==> src/rtl/core/pra_pkg.sv <==
// ----------------------------------------------------------------------------
// pra_pkg
// shared types, constants and helpers of the axis-angle point rotation unit
// ----------------------------------------------------------------------------
package pra_pkg;

    // default and table sizes of the cordic
    localparam int CORDIC_STAGES_DEF = 16;
    localparam int ATAN_LEN          = 24;
    localparam int ATAN_IDX_W        = 5;

    // stream widths
    localparam int S_TDATA_W = 256;
    localparam int M_TDATA_W = 104;

    // cordic start value: gain 0.60725293500888 in q2.30
    localparam logic signed [33:0] CORDIC_GAIN_Q30 = 34'sd652032874;
    localparam logic signed [39:0] ONE_Q30         = 40'sd1073741824;

    // quadrant codes after angle reduction
    localparam logic [1:0] QUAD_0 = 2'd0;
    localparam logic [1:0] QUAD_1 = 2'd1;
    localparam logic [1:0] QUAD_2 = 2'd2;
    localparam logic [1:0] QUAD_3 = 2'd3;

    // side data that travels with an item through the cordic and matrix stages
    typedef struct packed {
        logic signed [31:0] pivot_x;
        logic signed [31:0] pivot_y;
        logic signed [31:0] pivot_z;
        logic signed [33:0] dx;
        logic signed [33:0] dy;
        logic signed [33:0] dz;
        logic signed [15:0] ax;
        logic signed [15:0] ay;
        logic signed [15:0] az;
        logic [1:0]         quad;
    } side_t;

    // arctangent table, 2^32 per turn
    function automatic logic signed [31:0] atan_lookup(input logic [ATAN_IDX_W-1:0] idx);
        logic signed [31:0] v;
        begin
            unique case (idx)
                5'd0:  v = 32'sd536870912;
                5'd1:  v = 32'sd316933406;
                5'd2:  v = 32'sd167458907;
                5'd3:  v = 32'sd85004756;
                5'd4:  v = 32'sd42667331;
                5'd5:  v = 32'sd21354465;
                5'd6:  v = 32'sd10679838;
                5'd7:  v = 32'sd5340245;
                5'd8:  v = 32'sd2670163;
                5'd9:  v = 32'sd1335087;
                5'd10: v = 32'sd667544;
                5'd11: v = 32'sd333772;
                5'd12: v = 32'sd166886;
                5'd13: v = 32'sd83443;
                5'd14: v = 32'sd41722;
                5'd15: v = 32'sd20861;
                5'd16: v = 32'sd10430;
                5'd17: v = 32'sd5215;
                5'd18: v = 32'sd2608;
                5'd19: v = 32'sd1304;
                5'd20: v = 32'sd652;
                5'd21: v = 32'sd326;
                5'd22: v = 32'sd163;
                5'd23: v = 32'sd81;
                default: v = 32'sd0;
            endcase
            return v;
        end
    endfunction

    // clamp to [-1.0, 1.0] in q2.30
    function automatic logic signed [31:0] clamp_q30(input logic signed [39:0] v);
        logic signed [39:0] r;
        begin
            if (v > ONE_Q30) begin
                r = ONE_Q30;
            end else if (v < -ONE_Q30) begin
                r = -ONE_Q30;
            end else begin
                r = v;
            end
            return r[31:0];
        end
    endfunction

endpackage

==> src/rtl/core/pra_cordic.sv <==
// ----------------------------------------------------------------------------
// pra_cordic
// rotation-mode cordic pipeline, one register stage per iteration
// ----------------------------------------------------------------------------
module pra_cordic #(
    parameter int STAGES = pra_pkg::CORDIC_STAGES_DEF
) (
    input  logic               aclk,
    input  logic               en,
    input  logic signed [31:0] z_in,
    output logic signed [33:0] x_out,
    output logic signed [33:0] y_out
);

    logic signed [33:0] x_reg [STAGES];
    logic signed [33:0] y_reg [STAGES];
    logic signed [31:0] z_reg [STAGES];

    genvar i;
    generate
        for (i = 0; i < STAGES; i++) begin : g_stage
            logic signed [33:0] x_cur;
            logic signed [33:0] y_cur;
            logic signed [31:0] z_cur;
            logic signed [31:0] ang;

            // stage input: start value or previous stage
            if (i == 0) begin : g_first
                assign x_cur = pra_pkg::CORDIC_GAIN_Q30;
                assign y_cur = '0;
                assign z_cur = z_in;
            end else begin : g_next
                assign x_cur = x_reg[i-1];
                assign y_cur = y_reg[i-1];
                assign z_cur = z_reg[i-1];
            end

            assign ang = pra_pkg::atan_lookup(pra_pkg::ATAN_IDX_W'(i));

            // one micro-rotation, shifts round toward minus infinity
            always_ff @(posedge aclk) begin
                if (en) begin
                    if (!z_cur[31]) begin
                        x_reg[i] <= x_cur - (y_cur >>> i);
                        y_reg[i] <= y_cur + (x_cur >>> i);
                        z_reg[i] <= z_cur - ang;
                    end else begin
                        x_reg[i] <= x_cur + (y_cur >>> i);
                        y_reg[i] <= y_cur - (x_cur >>> i);
                        z_reg[i] <= z_cur + ang;
                    end
                end
            end
        end
    endgenerate

    assign x_out = x_reg[STAGES-1];
    assign y_out = y_reg[STAGES-1];

endmodule

==> config.mk <==
export PLATFORM = sky130hd
export DESIGN_NAME = pra_cordic
export DESIGN_NICKNAME = d
export VERILOG_FILES = /design/src/rtl/core/pra_pkg.sv /design/src/rtl/core/pra_cordic.sv
export SDC_FILE = /design/constraint.sdc
export NUM_CORES = 2
export LEC_CHECK = 0
export CORE_ASPECT_RATIO = 0.6
export CORE_MARGIN = 4
export CORE_UTILIZATION = 38
export DETAILED_ROUTE_END_ITERATION = 8
export DONT_BUFFER_PORTS = 1
export GPL_ROUTABILITY_DRIVEN = 1
export MAX_ROUTING_LAYER = met4
export RECOVER_POWER = 50
export SYNTH_ARGS = -nofsm -noshare
export SYNTH_HDL_FRONTEND = slang
export SYNTH_SLANG_ARGS = --single-unit
==> constraint.sdc <==
create_clock -name aclk -period 6.5 [get_ports aclk]
set_input_delay 0.65 -clock aclk [delete_from_list [all_inputs] [get_ports aclk]]
set_output_delay 0.65 -clock aclk [all_outputs]
set_load 0.05 [all_outputs]
# ---- Yosys cells after proc, flatten, opt, wreduce, memory -nomap -nowiden
# Memories as Yosys holds them, arrays and structs flattened.
# Cells that the tools add are included.
dict set report op_classes {
  bitwise 48
  n_addsub 92
  mux 144
}
# cell count
set ops {}
lappend ops {{$mux 34} 32}
lappend ops {{$mux 32} 16}
lappend ops {{$mux 1} 96}
lappend ops {{$add 34x19->34} 2}
lappend ops {{$add 34x20->34} 2}
lappend ops {{$add 34x21->34} 2}
lappend ops {{$add 34x22->34} 2}
lappend ops {{$add 34x23->34} 2}
lappend ops {{$add 34x24->34} 2}
lappend ops {{$add 34x25->34} 2}
lappend ops {{$add 34x26->34} 2}
lappend ops {{$add 34x27->34} 2}
lappend ops {{$add 34x28->34} 2}
lappend ops {{$add 34x29->34} 2}
lappend ops {{$add 34x30->34} 2}
lappend ops {{$add 34x31->34} 2}
lappend ops {{$add 34x32->34} 2}
lappend ops {{$add 34x33->34} 2}
lappend ops {{$sub 34x19->34} 2}
lappend ops {{$sub 34x20->34} 2}
lappend ops {{$sub 34x21->34} 2}
lappend ops {{$sub 34x22->34} 2}
lappend ops {{$sub 34x23->34} 2}
lappend ops {{$sub 34x24->34} 2}
lappend ops {{other kinds (42)} 98}
dict set report totals {
  mem_count 3
  register_bits 0
  mem_bits_rw 1600
}
# name words word_bits rd rd_ports_with_merged_regs wr line
set mem_list {}
lappend mem_list {x_reg 16 34 16 0 16 pra_cordic.sv:15} ;# logic signed [33:0] x_reg [STAGES];
lappend mem_list {y_reg 16 34 16 0 16 pra_cordic.sv:16} ;# logic signed [33:0] y_reg [STAGES];
lappend mem_list {z_reg 16 32 15 0 16 pra_cordic.sv:17} ;# logic signed [31:0] z_reg [STAGES];

# ---- Longest topological paths before layout
# An unclocked memory read counts as a cell.
dict set report logic_depth {
  ltp_word 5
  mapped_depth 21
}

# ---- Worst setup path after synthesis
# Ideal clock, no wire load.
dict set report synth_path {
  path_kind {input -> register}
  startpoint {input port en}
  endpoint {memory z_reg[1][19] (netlist: z_reg[0][51]), data pin}
  n_path_buf 4
  path_stages 17
  t_required_ns 6.305
  setup_slack_ns 1.168
  t_arrival_ns 5.137
  path_cell_list {clkbuf_1 -> clkbuf_1 -> clkbuf_1 -> clkbuf_1 -> nand2_1 -> inv_1 -> ha_1 -> nor2b_1 -> o21a_1 -> o21ai_0 -> a21oi_1 -> o21ai_0 -> a21boi_0 -> o31a_1 -> o31ai_1 -> or4b_2 -> o311ai_0}
}
# item line
set synth_rtl {}
lappend synth_rtl {{start: declaration} pra_cordic.sv:9} ;# input logic en,
lappend synth_rtl {{end: declaration} pra_cordic.sv:17}

==> summary.md <==
| Metric | Value |
|---|---|
| Min-Delay Endpoint | z_reg[0][127] |
| Total grt overflow | 0 |
| CTS root buf | clkbuf_16 |
| Final Hold Fails | 0 |
| Total wire length | ~350000 um |
| Largest cells by area after synthesis | edfxtp_1 (36%), ha_1 (14%), xnor2_1 (9.0%), a21oi_1 (5.5%), xor2_1 (4.1%) |
| Setup Viol. Count Final | 0 |
| H-tree lvl count | 4 |
| Ys Warns | 0 |
| DRC viols | 0 |
| Row Count | 160 |
| Vias | around 99k |
| Synthesized area | 122000 um2 |
| CP Buf/Inv Count | 2 |
| Worst setup EP type | flip-flop |
| Worst flop-to-flop path endpoint | x_reg[0][271] |
| Initial Util | 38.4% |
| Slew Limit Fails | 407 |
| Iteration-0 DRC Markers | around 12k |
| Clock-pin slew on the worst setup and hold paths | 0.06 ns |
| Worst path slowest cell | clkbuf_1 |
| Core Area | 318000 um2 |
| Pre-CTS setup slack | -0.244 ns |
| GPL Wtd Cong | 0.955 |
| Num Clock Sinks | ~1.4k |
| Failing checks | max-capacitance violations, max-slew violations |
| Crit path from | en |
| CTS Buf Count | 167 |
| Clk_lat worst skew | 0.85 ns |
| R2r startpoint | z_reg[0][223] |
| Number of global-route vias before repair | 87.7k |
| Relative slew slack | -272% |
| Wire per inst | between 20 and 25 um |
| I/O pins | 102 |
| Max Clock Skew | 0.0898 ns |
| CP top delay family | compound AO/OA/AOI/OAI gates |
| Antenna Nets Post-Route | 0 |
| DIE HEIGHT | between 400 and 500 um |
| CP Launch Type | input pin |
| Max Cap Violations | 9 |
| Leading area contributor after synthesis | edfxtp_1 |
| Cell Chain, Critical Path | buf_16 > nand2_1 > clkbuf_1 > o31ai_1 > xnor2_1 > ha_1 > a21o_1 > a21o_1 > a2111oi_0 > o21ai_0 > o211ai_1 > a21oi_1 > a41oi_1 > o21ai_0 > a21oi_1 > xnor2_1 |
| Crit path largest cell delay | 1.48 ns |
| Global-route wire length before repair | 537000 um |
| DP Wirelength | roughly 280000 um |
| Tcrit/Tclk final | between 90% and 100% |
| Non-filler instance count after layout | 17.2k |
| Die width | approximately 740 um |
| Antenna violations before repair | 27 |
| Hold Path Depth | 2 |
| Worst slew pin tran | 5.59 ns |
| Hold Path Origin | en |
| Area delta synth->final | 9.90% |
| Most frequent cells in the layout | edfxtp_1 (1443), ha_1 (1363), a21oi_1 (1348) |
| Netlist cell types | around 90 |
| Post-Synthesis Cells | about 13k |
| Reg2Reg Setup Slack | 0.26 ns |
| R2r worst-path depth | 15 |
| RSZ-0062 raised after global routing | false |
| CP Data Arrival Time | a little under 7 ns |
| Largest net degree at the start of global routing | 250 |
| Pre-antenna DRT Iters | 6 |
| Layout cells sized above 1 | 4.76% |
| Postcts setup bufs | 0 |
| Fmax achieved | 0.158 GHz |
| Final Critical Period | 6.35 ns |
| Number of synthesized flops with an enable pin | 1443 |
| Die area | 330000 um2 |
| Synthesis-stage register bit count | 1443 |
| Clock tree buffer depth | 4 |
| Mapped Nets | 14.1k |
| Outcome | complete, but fails checks |
| CP required | 7.10 ns |
| Main synth FF type | edfxtp_1 |
| CTS tree | done |
| Post-synth ARST share | 0% |
| Register area share after synthesis | a little over a third |
| Top-area cell type share of the netlist area | 35.5% |
| HP Class | in2reg |
| Worst-path fanout max | between 200 and 250 |
| Vias/cell | 5.75 |
| Global Route Usage Sum | between 20% and 30% |
| Syn Area/Cell | 9.63 um2 |
| Post-route setup slack | between 0.15 and 0.2 ns |
| Port bufs | 0 |
| Placed Cells | 16.9k |
| Max reg flops | 511 |
| Setup Crit Path Kind | in2reg |
| Nets@finish | about 14k |
| Commonest non-fill, non-tap cell in the layout | edfxtp_1 |
-- cell families (layout without fill, tap and decap cells) --
| family | Yosys count | in the layout | synth area share [%] |
|---|---|---|---|
| compound gates | 4071 | 4071 | 21.3 |
| simple gates | 3080 | 3080 | 12.4 |
| xor+xnor | 1815 | 1815 | 13.0 |
| flops | 1443 | 1443 | 35.5 |
| fa+ha+maj | 1409 | 1409 | 14.7 |
| buf+inv | 775 | 1118 | 2.39 |
| mux | 76 | 76 | 0.654 |
| other cells | 0 | 7 | 0 |
-- synthesized netlist by cell type, types with 240 or more instances --
| library cell | number |
|---|---|
| nor3_1 | 282 |
| edfxtp_1 | 1443 |
| a21oi_1 | 1348 |
| nand3_1 | 240 |
| xor2_1 | 567 |
| xnor2_1 | 1247 |
| inv_1 | 572 |
| nor2_1 | 904 |
| o21ai_0 | 717 |
| nand2_1 | 629 |
| a21o_1 | 631 |
| ha_1 | 1363 |
-- what timing repair did --
action	CTS	global route
gates resized for setup	0	0
setup endpoints to repair	0	0
hold buffers	32	0
endpoints found under the hold margin	131	0
-- metrics by stage --
step | TNS (ns) | area, um2 | hold slack, ns | util (%)
after floorplan | 0 | 122000 | 0.400 | -
after global placement | -0.848 | 128000 | 0.404 | 40.4
after detailed placement | -0.674 | 128000 | 0.405 | 40.4
after CTS | 0 | 134000 | 0.158 | 42.2
after global routing | 0 | 134000 | 0.200 | 42.1
final | 0 | 134000 | 0.239 | 42.2
-- routing by layer --
| layer | GRT usage (%) | part of all wire, % |
|---|---|---|
| met5 | - | 0 |
| met4 | 2.17 | 0.86 |
| met3 | 6.21 | 13 |
| met2 | 21.9 | 30 |
| met1 | 37.0 | 56 |
-- final cells by class --
cell class	instances	area [um2]
clock buffers	200	4350
inverters	579	2170
repair buffers	243	2040
diodes	7	17.5
clock inverters	96	1150
multi-input cells	10500	75800
well taps	4212	5270
flip-flops and latches	1443	43300
fillers	30700	184000
-- worst reg2reg max path, delay by kind of cell (launching register included) --
kind	cells	cell delay, ns
compound gates	10	3.28
xor+xnor	2	0.31
fa+ha+maj	1	0.34
simple gates	1	0.18
flops	1	0.45
buf+inv	1	1.48
-- worst max-delay path by stage --
| stage | to | depth (start not counted) |
|---|---|---|
| after global routing | y_reg[1][236] | 21 |
| after global placement | y_reg[1][236] | 21 |
| after detailed placement | x_reg[1][271] | 18 |
| after floorplan | z_reg[0][51] | 17 |
| after CTS | y_reg[1][65] | 19 |
| final | x_reg[0][271] | 16 |
Power is not shown: default switching activity piles up to over one toggle a cycle in this logic, so the estimate is an artifact.
